## config.mk

```make
export PLATFORM = sky130hd
export DESIGN_NAME = pid_controller_step_unit
export DESIGN_NICKNAME = d
export VERILOG_FILES = /design/src/design/pcs_pkg.sv /design/src/design/pid_controller_step_unit.sv
export VERILOG_INCLUDE_DIRS = /design/src /design/src/design
export SDC_FILE = /design/constraint.sdc
export NUM_CORES = 2
export LEC_CHECK = 0
export BUFFER_PORTS_ARGS = -buffer_cell sky130_fd_sc_hd__buf_2
export CAP_MARGIN = 0
export CORE_ASPECT_RATIO = 1.4
export CORE_MARGIN = 8
export CORE_UTILIZATION = 55
export DETAILED_ROUTE_END_ITERATION = 8
export PLACE_DENSITY = 0.72
export SKIP_LAST_GASP = 1
export SLEW_MARGIN = 20
export SYNTH_ARGS = -nofsm -noshare
export SYNTH_HDL_FRONTEND = slang
export SYNTH_SLANG_ARGS = --single-unit
```

## constraint.sdc

```tcl
create_clock -name clk -period 25.7 [get_ports clk]
set_clock_uncertainty 0.15 [all_clocks]
set_input_delay 2.57 -clock clk [delete_from_list [all_inputs] [get_ports clk]]
set_output_delay 2.57 -clock clk [all_outputs]
set_load 0.01 [all_outputs]
```

## src/design/pid_controller_step_unit_defines.svh

```systemverilog
// Assertion macros for the PID step unit.
`ifndef PID_CONTROLLER_STEP_UNIT_DEFINES_SVH
`define PID_CONTROLLER_STEP_UNIT_DEFINES_SVH

// same-cycle implication
`define PCS_ASSERT_NOW(label, ante, cons, msg) \
    label: assert property (@(posedge clk) disable iff (!rst_n) (ante) |-> (cons)) \
        else $error(msg);

// next-cycle implication
`define PCS_ASSERT_NEXT(label, ante, cons, msg) \
    label: assert property (@(posedge clk) disable iff (!rst_n) (ante) |=> (cons)) \
        else $error(msg);

`endif

```

## src/design/pcs_pkg.sv

```systemverilog
package pcs_pkg;

    typedef struct packed {
        logic signed [31:0] target;
        logic signed [31:0] measurement;
    } in_word_t;

    typedef struct packed {
        logic signed [31:0] drive;
        logic               clipped;
    } out_word_t;

    typedef logic [2:0] cfg_index_t;

    localparam cfg_index_t REG_GAIN_P        = 3'd0;
    localparam cfg_index_t REG_GAIN_I        = 3'd1;
    localparam cfg_index_t REG_GAIN_D        = 3'd2;
    localparam cfg_index_t REG_TIME_STEP     = 3'd3;
    localparam cfg_index_t REG_INV_TIME_STEP = 3'd4;

    localparam logic [23:0] GAIN_P_RESET        = 24'd42598;
    localparam logic [23:0] GAIN_I_RESET        = 24'd524;
    localparam logic [23:0] GAIN_D_RESET        = 24'd49152;
    localparam logic [15:0] TIME_STEP_RESET     = 16'd6554;
    localparam logic [23:0] INV_TIME_STEP_RESET = 24'd40960;

    // sequencer steps; all but drain issue a product, later ones add the last
    typedef logic [3:0] step_t;

    localparam step_t OP_TS_ERR_LO   = 4'd0;
    localparam step_t OP_TS_ERR_HI   = 4'd1;
    localparam step_t OP_IVT_DIFF_LO = 4'd2;
    localparam step_t OP_IVT_DIFF_HI = 4'd3;
    localparam step_t OP_GP_ERR_LO   = 4'd4;
    localparam step_t OP_GP_ERR_HI   = 4'd5;
    localparam step_t OP_GI_SUM_LO   = 4'd6;
    localparam step_t OP_GI_SUM_HI   = 4'd7;
    localparam step_t OP_GD_DER_LO   = 4'd8;
    localparam step_t OP_GD_DER_HI   = 4'd9;
    localparam step_t OP_DRAIN       = 4'd10;

    typedef enum logic [2:0] {
        ST_IDLE   = 3'b001,
        ST_RUN    = 3'b010,
        ST_FINISH = 3'b100
    } state_t;

endpackage

```

## src/design/pid_controller_step_unit.sv

```systemverilog
// Each input word runs through ten passes of one shared 25x25 signed
// multiplier, a drain step and a saturation step; the next input word is
// taken only in the idle state, after the previous word has been handed to
// the output register.
// An output word may wait under stall while the next input word is taken.
// Reset: gains and sample-period registers take their defaults, the integral
// and the previous error clear to zero, no output word is pending.
`include "pid_controller_step_unit_defines.svh"

module pid_controller_step_unit
    import pcs_pkg::*;
(
    input  logic       clk,
    input  logic       rst_n,
    input  logic       in_valid,
    output logic       in_stall,
    input  in_word_t   in_word,
    output logic       out_valid,
    input  logic       out_stall,
    output out_word_t  out_word,
    input  logic       cfg_write,
    input  cfg_index_t cfg_index,
    input  logic [23:0] cfg_data
);

    state_t state_reg, state_next;
    step_t  step_reg, step_next;

    logic [23:0] gain_p_reg, gain_i_reg, gain_d_reg, inv_time_step_reg;
    logic [15:0] time_step_reg;

    logic signed [47:0] error_sum_reg, error_sum_next;
    logic signed [32:0] last_error_reg;

    logic signed [32:0] err_reg;
    logic signed [33:0] diff_reg;
    logic signed [45:0] deriv_reg;
    logic signed [49:0] prod_reg, prod_next;
    logic               prod_hi_reg;
    logic signed [75:0] acc_reg, acc_next;
    logic               clip_reg;
    logic               out_valid_reg;
    out_word_t          out_word_reg;

    logic               in_take;
    logic               out_take;
    logic               out_free;
    logic signed [32:0] err_in;
    logic signed [33:0] diff_in;
    logic signed [24:0] op_a, op_b;
    logic signed [75:0] prod_ext, prod_shifted, acc_base;
    logic               group_start;
    logic               acc_add;
    logic signed [33:0] inc;
    logic signed [48:0] sum_wide;
    logic               sum_ovf;
    logic               drive_ovf;
    logic signed [31:0] drive_sat;

    assign in_stall  = (state_reg != ST_IDLE);
    assign in_take   = in_valid && !in_stall;
    assign out_valid = out_valid_reg;
    assign out_word  = out_word_reg;
    assign out_take  = out_valid_reg && !out_stall;
    assign out_free  = !out_valid_reg || !out_stall;

    assign err_in  = {in_word.target[31], in_word.target}
                   - {in_word.measurement[31], in_word.measurement};
    assign diff_in = {err_in[32], err_in} - {last_error_reg[32], last_error_reg};

    // operand select for the shared multiplier; wide operands go in 24-bit chunks
    always_comb
    begin
        unique case (step_reg)
            OP_TS_ERR_LO:
            begin
                op_a = $signed({9'b0, time_step_reg});
                op_b = $signed({1'b0, err_reg[23:0]});
            end
            OP_TS_ERR_HI:
            begin
                op_a = $signed({9'b0, time_step_reg});
                op_b = $signed({{16{err_reg[32]}}, err_reg[32:24]});
            end
            OP_IVT_DIFF_LO:
            begin
                op_a = $signed({1'b0, inv_time_step_reg});
                op_b = $signed({1'b0, diff_reg[23:0]});
            end
            OP_IVT_DIFF_HI:
            begin
                op_a = $signed({1'b0, inv_time_step_reg});
                op_b = $signed({{15{diff_reg[33]}}, diff_reg[33:24]});
            end
            OP_GP_ERR_LO:
            begin
                op_a = $signed({gain_p_reg[23], gain_p_reg});
                op_b = $signed({1'b0, err_reg[23:0]});
            end
            OP_GP_ERR_HI:
            begin
                op_a = $signed({gain_p_reg[23], gain_p_reg});
                op_b = $signed({{16{err_reg[32]}}, err_reg[32:24]});
            end
            OP_GI_SUM_LO:
            begin
                op_a = $signed({gain_i_reg[23], gain_i_reg});
                op_b = $signed({1'b0, error_sum_reg[23:0]});
            end
            OP_GI_SUM_HI:
            begin
                op_a = $signed({gain_i_reg[23], gain_i_reg});
                op_b = $signed({error_sum_reg[47], error_sum_reg[47:24]});
            end
            OP_GD_DER_LO:
            begin
                op_a = $signed({gain_d_reg[23], gain_d_reg});
                op_b = $signed({1'b0, deriv_reg[23:0]});
            end
            OP_GD_DER_HI:
            begin
                op_a = $signed({gain_d_reg[23], gain_d_reg});
                op_b = $signed({{3{deriv_reg[45]}}, deriv_reg[45:24]});
            end
            default:
            begin
                op_a = '0;
                op_b = '0;
            end
        endcase
    end

    assign prod_next = op_a * op_b;

    // accumulate the product registered in the step before
    assign prod_ext     = {{26{prod_reg[49]}}, prod_reg};
    assign prod_shifted = prod_hi_reg ? {prod_ext[51:0], 24'b0} : prod_ext;
    assign group_start  = (step_reg == OP_TS_ERR_HI) || (step_reg == OP_IVT_DIFF_HI)
                       || (step_reg == OP_GP_ERR_HI);
    assign acc_base     = group_start ? '0 : acc_reg;
    assign acc_next     = acc_base + prod_shifted;
    assign acc_add      = (state_reg == ST_RUN) && (step_reg != OP_TS_ERR_LO);

    // integral update from the finished err*dt group
    assign inc      = acc_reg[49:16];
    assign sum_wide = {error_sum_reg[47], error_sum_reg} + {{15{inc[33]}}, inc};
    assign sum_ovf  = (sum_wide[48] != sum_wide[47]);

    always_comb
    begin
        if (sum_ovf)
        begin
            error_sum_next = sum_wide[48] ? {1'b1, 47'b0} : {1'b0, {47{1'b1}}};
        end
        else
        begin
            error_sum_next = sum_wide[47:0];
        end
    end

    // output saturation
    assign drive_ovf = !((&acc_reg[75:47]) || !(|acc_reg[75:47]));
    assign drive_sat = drive_ovf ? (acc_reg[75] ? {1'b1, 31'b0} : {1'b0, {31{1'b1}}})
                                 : acc_reg[47:16];

    always_comb
    begin
        state_next = state_reg;
        step_next  = step_reg;
        unique case (state_reg)
            ST_IDLE:
            begin
                if (in_valid)
                begin
                    state_next = ST_RUN;
                    step_next  = OP_TS_ERR_LO;
                end
            end
            ST_RUN:
            begin
                if (step_reg == OP_DRAIN)
                begin
                    state_next = ST_FINISH;
                end
                else
                begin
                    step_next = step_reg + 4'd1;
                end
            end
            ST_FINISH:
            begin
                if (out_free)
                begin
                    state_next = ST_IDLE;
                end
            end
            default:
            begin
                state_next = ST_IDLE;
            end
        endcase
    end

    always_ff @(posedge clk or negedge rst_n)
    begin
        if (!rst_n)
        begin
            state_reg         <= ST_IDLE;
            step_reg          <= OP_TS_ERR_LO;
            out_valid_reg     <= 1'b0;
            error_sum_reg     <= '0;
            last_error_reg    <= '0;
            gain_p_reg        <= GAIN_P_RESET;
            gain_i_reg        <= GAIN_I_RESET;
            gain_d_reg        <= GAIN_D_RESET;
            time_step_reg     <= TIME_STEP_RESET;
            inv_time_step_reg <= INV_TIME_STEP_RESET;
        end
        else
        begin
            state_reg <= state_next;
            step_reg  <= step_next;

            if ((state_reg == ST_FINISH) && out_free)
            begin
                out_valid_reg <= 1'b1;
            end
            else if (out_take)
            begin
                out_valid_reg <= 1'b0;
            end

            if (in_take)
            begin
                last_error_reg <= err_in;
            end

            if ((state_reg == ST_RUN) && (step_reg == OP_IVT_DIFF_HI))
            begin
                error_sum_reg <= error_sum_next;
            end

            if (cfg_write)
            begin
                unique case (cfg_index)
                    REG_GAIN_P:        gain_p_reg        <= cfg_data;
                    REG_GAIN_I:        gain_i_reg        <= cfg_data;
                    REG_GAIN_D:        gain_d_reg        <= cfg_data;
                    REG_TIME_STEP:     time_step_reg     <= cfg_data[15:0];
                    REG_INV_TIME_STEP: inv_time_step_reg <= cfg_data;
                    default:           ;
                endcase
            end
        end
    end

    always_ff @(posedge clk)
    begin
        if (in_take)
        begin
            err_reg  <= err_in;
            diff_reg <= diff_in;
        end

        if (state_reg == ST_RUN)
        begin
            prod_reg    <= prod_next;
            prod_hi_reg <= step_reg[0];
        end

        if (acc_add)
        begin
            acc_reg <= acc_next;
        end

        if ((state_reg == ST_RUN) && (step_reg == OP_IVT_DIFF_HI))
        begin
            clip_reg <= sum_ovf;
        end

        if ((state_reg == ST_RUN) && (step_reg == OP_GP_ERR_HI))
        begin
            deriv_reg <= acc_reg[57:12];
        end

        if ((state_reg == ST_FINISH) && out_free)
        begin
            out_word_reg.drive   <= drive_sat;
            out_word_reg.clipped <= clip_reg || drive_ovf;
        end
    end

    `PCS_ASSERT_NOW(a_out_from_finish, $rose(out_valid_reg), $past(state_reg == ST_FINISH), "output word raised outside finish")
    `PCS_ASSERT_NOW(a_step_bound, state_reg == ST_RUN, step_reg <= OP_DRAIN, "sequencer step out of range")
    `PCS_ASSERT_NEXT(a_finish_loads, (state_reg == ST_FINISH) && out_free, (state_reg == ST_IDLE) && out_valid_reg, "finish did not hand over the word")
    `PCS_ASSERT_NEXT(a_sum_hold, state_reg != ST_RUN, $stable(error_sum_reg), "integral changed outside the sequence")

endmodule

```

==> reports/results.tsv <==
stage	metric	value	unit
routing	DR vias/cell	6.00	
synthesis	Post-Synthesis Cell Area	52100	um^2
global_route	pin count of the biggest net entering global routing	89	
clock_network	hold_buf cts	0	
worst_setup_path	R2R setup slack	15.40	ns
clock_network	post-CTS setup buffers	0	
routing	DR DRC count	0	
worst_setup_path	crit-path cells	nor2_1 > and2_2 > buf_4 > a22o_1 > a21oi_1 > nand2_1 > clkinv_1 > nor2_1 > fa_1 > fa_1 > fa_1 > fa_1 > fa_1 > fa_1 > fa_1 > ha_1 > nand4_1 > or2_2 > or4b_2 > o21ai_1 > o21ai_2 > o2111ai_1 > a21oi_1 > xnor2_1	
worst_setup_path	CP Buf/Inv Count	2	
routing	post-route ant nets	0	
synthesis	Synth warnings	0	
finish	area added between synthesis and finish	6.87	%
synthesis	Yosys reg bits	475	
global_route	gr ovfl total	0	
timing	RSZ-0062 raised after global routing	no	
worst_setup_path	RR Endpoint	prod_reg[49]	
timing	Final Max Tran Viols	0	
worst_setup_path	Critical Setup Path Class	reg2reg	
die	core region area	93900	um^2
worst_setup_path	Worst Path Required	25.91	ns
synthesis	EDFF count, synth	274	
finish	Fill cells	8060	
placement	Routability Congestion	0.976	
worst_setup_path	R2R Path Start	step_reg[3]	
timing	setup TNS	0	ns
finish	share of layout cells above drive strength 1	9.63	%
timing	count of final setup violators	0	
clock_network	clock tree buffer depth	3	
worst_setup_path	Critical Path Most Common Cell	fa_1	
synthesis	post-synthesis cell type count	96	
synthesis	Async S/R FF share, synth	42.3	%
die	Die W	276	um
synthesis	mean area per synthesized cell	9.52	um^2
timing	Max Fclk	97.1	MHz
timing	Tmin final	10.30	ns
job	max cap viols	0	
synthesis	Mapped Cells	5468	
timing	Hold Fails Final Rpt	0	
worst_setup_path	max incr delay on CP	0.73	ns
worst_setup_path	worst-path cell with the longest stage delay	a22o_1	
clock_network	H-tree Lvls	2	
timing	actual slew at the worst max-slew pin	1.10	ns
clock_network	root buf cell	clkbuf_16	
clock_network	Clock Latency Late Sink	0.63	ns
timing	Tcrit/Tclk final	40.1	%
routing	WL final	158000	um
finish	Final nets	6575	
worst_setup_path	Startpoint Class	register	
clock_network	TritonCTS buffer count	50	
clock_network	TritonCTS clock tree	yes	
finish	commonest non-fill, non-tap cells in the layout	837 x inv_1, 677 x nand2_1, 662 x fa_1	
routing	post-DR wirelength/cell	23.4	um
die	I/O Pins	131	
routing	DRT Pass-1 Iters	7	
global_route	first-pass GRT wire length	245000	um
global_route	Tot GR Track Use	30.0	%
die	DIE HEIGHT	380	um
clock_network	# resized after CTS	0	
finish	max FFs per register	76	
synthesis	Synthesized Nets	6559	
worst_setup_path	Crit. End Element	register	
die	initial core utilization	55.5	%
worst_hold_path	Hold Path Cell Cnt	0	
clock_network	clk sinks	475	
worst_hold_path	hold path start	acc_reg[15]	
timing	relative slew slack	26.9	%
worst_setup_path	Critical Path AT	10.52	ns
worst_setup_path	Worst Path Max Fanout	44	
routing	drt initial violations	3276	
status	status	completed	
synthesis	predominant post-synthesis flop cell	edfxtp_1	
finish	most common cell after layout, fill and taps aside	inv_1	
die	die area	105000	um^2
die	# rows	133	
worst_hold_path	Worst Hold Class	reg2reg	
synthesis	register area share after synthesis	25.5	%
worst_setup_path	R2R depth	24	
clock_network	Reg clk slew, reported paths	0.07	ns
routing	Vias	40451	
worst_hold_path	hold endpoint	deriv_reg[3]	
placement	Port-buffer cells	130	
global_route	vias in the first global route	42698	
placement	Post-DP HPWL	124000	um
worst_setup_path	family with the most delay on the worst path	adder cells	
global_route	initial antenna violation count	7	
==> kinds of logic after synthesis <==
logic type	share of synthesized area, %
simple gates	13.6
buf+inv	8.08
fa+ha+maj	33.5
compound gates	12.3
flops	25.5
xor+xnor	3.89
mux	3.15
==> area by class of cell <==
cell class	count	area [um^2]	share of cell area, %
repair buffers	207	1270	2.28
multi-input cells	3910	34700	62.4
clock buffers	65	1400	2.51
diodes	4	10.0	0.0180
inverters	840	3160	5.67
clock inverters	29	294	0.528
well taps	1215	1520	2.73
flip-flops and latches	475	13300	23.9
==> metal layers <==
layer,routed length [um],vias to the layer above,GRT usage (%)
met2,77600,1798,52.1
met1,54400,20033,33.1
li1,-,18011,-
met3,11600,605,4.78
met4,14300,4,22.4
met5,26,-,0
==> synthesized netlist by cell type (25+ instances only) <==
cell | instances | area share, %
o21a_1 | 32 | 0.46
o21bai_1 | 49 | 0.71
a221oi_1 | 25 | 0.42
clkbuf_1 | 192 | 1.4
dfrtp_1 | 178 | 8.6
nand3_1 | 63 | 0.61
fa_1 | 662 | 25
nand2b_1 | 32 | 0.38
edfxtp_1 | 274 | 16
nor2b_1 | 55 | 0.66
xnor2_1 | 161 | 2.7
nand4_1 | 48 | 0.58
nor2_1 | 433 | 3.1
mux2_2 | 141 | 3.0
nand2_1 | 677 | 4.9
a21oi_1 | 289 | 2.8
ha_1 | 333 | 8.0
a21o_1 | 118 | 1.7
a22oi_1 | 46 | 0.66
and3_1 | 28 | 0.34
and2_1 | 96 | 1.2
inv_1 | 838 | 6.0
xor2_1 | 70 | 1.2
nor3_1 | 58 | 0.56
o21ai_0 | 174 | 1.7
==> worst max-delay path by stage <==
stage                     start      endpoint  cells after the start
CTS                 step_reg[3]  prod_reg[49]                     27
detailed placement  step_reg[3]  prod_reg[49]                     27
global route        step_reg[3]  prod_reg[46]                     29
finish              step_reg[3]  prod_reg[49]                     24
floorplan           step_reg[0]  prod_reg[46]                     35
global placement    step_reg[3]  prod_reg[49]                     27
==> stage by stage <==
| stage | std cells | instance area [um^2] | utilization, % | setup slack, ns | hold WS, ns |
|---|---|---|---|---|---|
| 2_1_floorplan | 5468 | 52100 | - | 16.90 | 0.267 |
| 6_report | 6745 | 55600 | 59.3 | 15.40 | 0.298 |
| 4_1_cts | 6739 | 55600 | 59.2 | 15.58 | 0.302 |
| 5_1_grt | 6741 | 55600 | 59.3 | 14.93 | 0.316 |
| 3_5_place_dp | 6645 | 53900 | 57.4 | 15.62 | 0.286 |
| 3_3_place_gp | 6645 | 53900 | 57.4 | 15.66 | 0.281 |
==> worst reg2reg max path: stages (launching register included) <==
cell and delay (ns):
dfrtp_1 0.46, nor2_1 0.33, and2_2 0.20, buf_4 0.49, a22o_1 0.74, a21oi_1 0.18
nand2_1 0.47, clkinv_1 0.71, nor2_1 0.36, fa_1 0.48, fa_1 0.51, fa_1 0.43
fa_1 0.72, fa_1 0.51, fa_1 0.51, fa_1 0.42, ha_1 0.37, nand4_1 0.13
or2_2 0.33, or4b_2 0.63, o21ai_1 0.32, o21ai_2 0.14, o2111ai_1 0.21, a21oi_1 0.10
xnor2_1 0.14
Power is left out: the tool's default activity adds up to more than one toggle a clock period on the data nets, which glitch-free logic cannot reach.
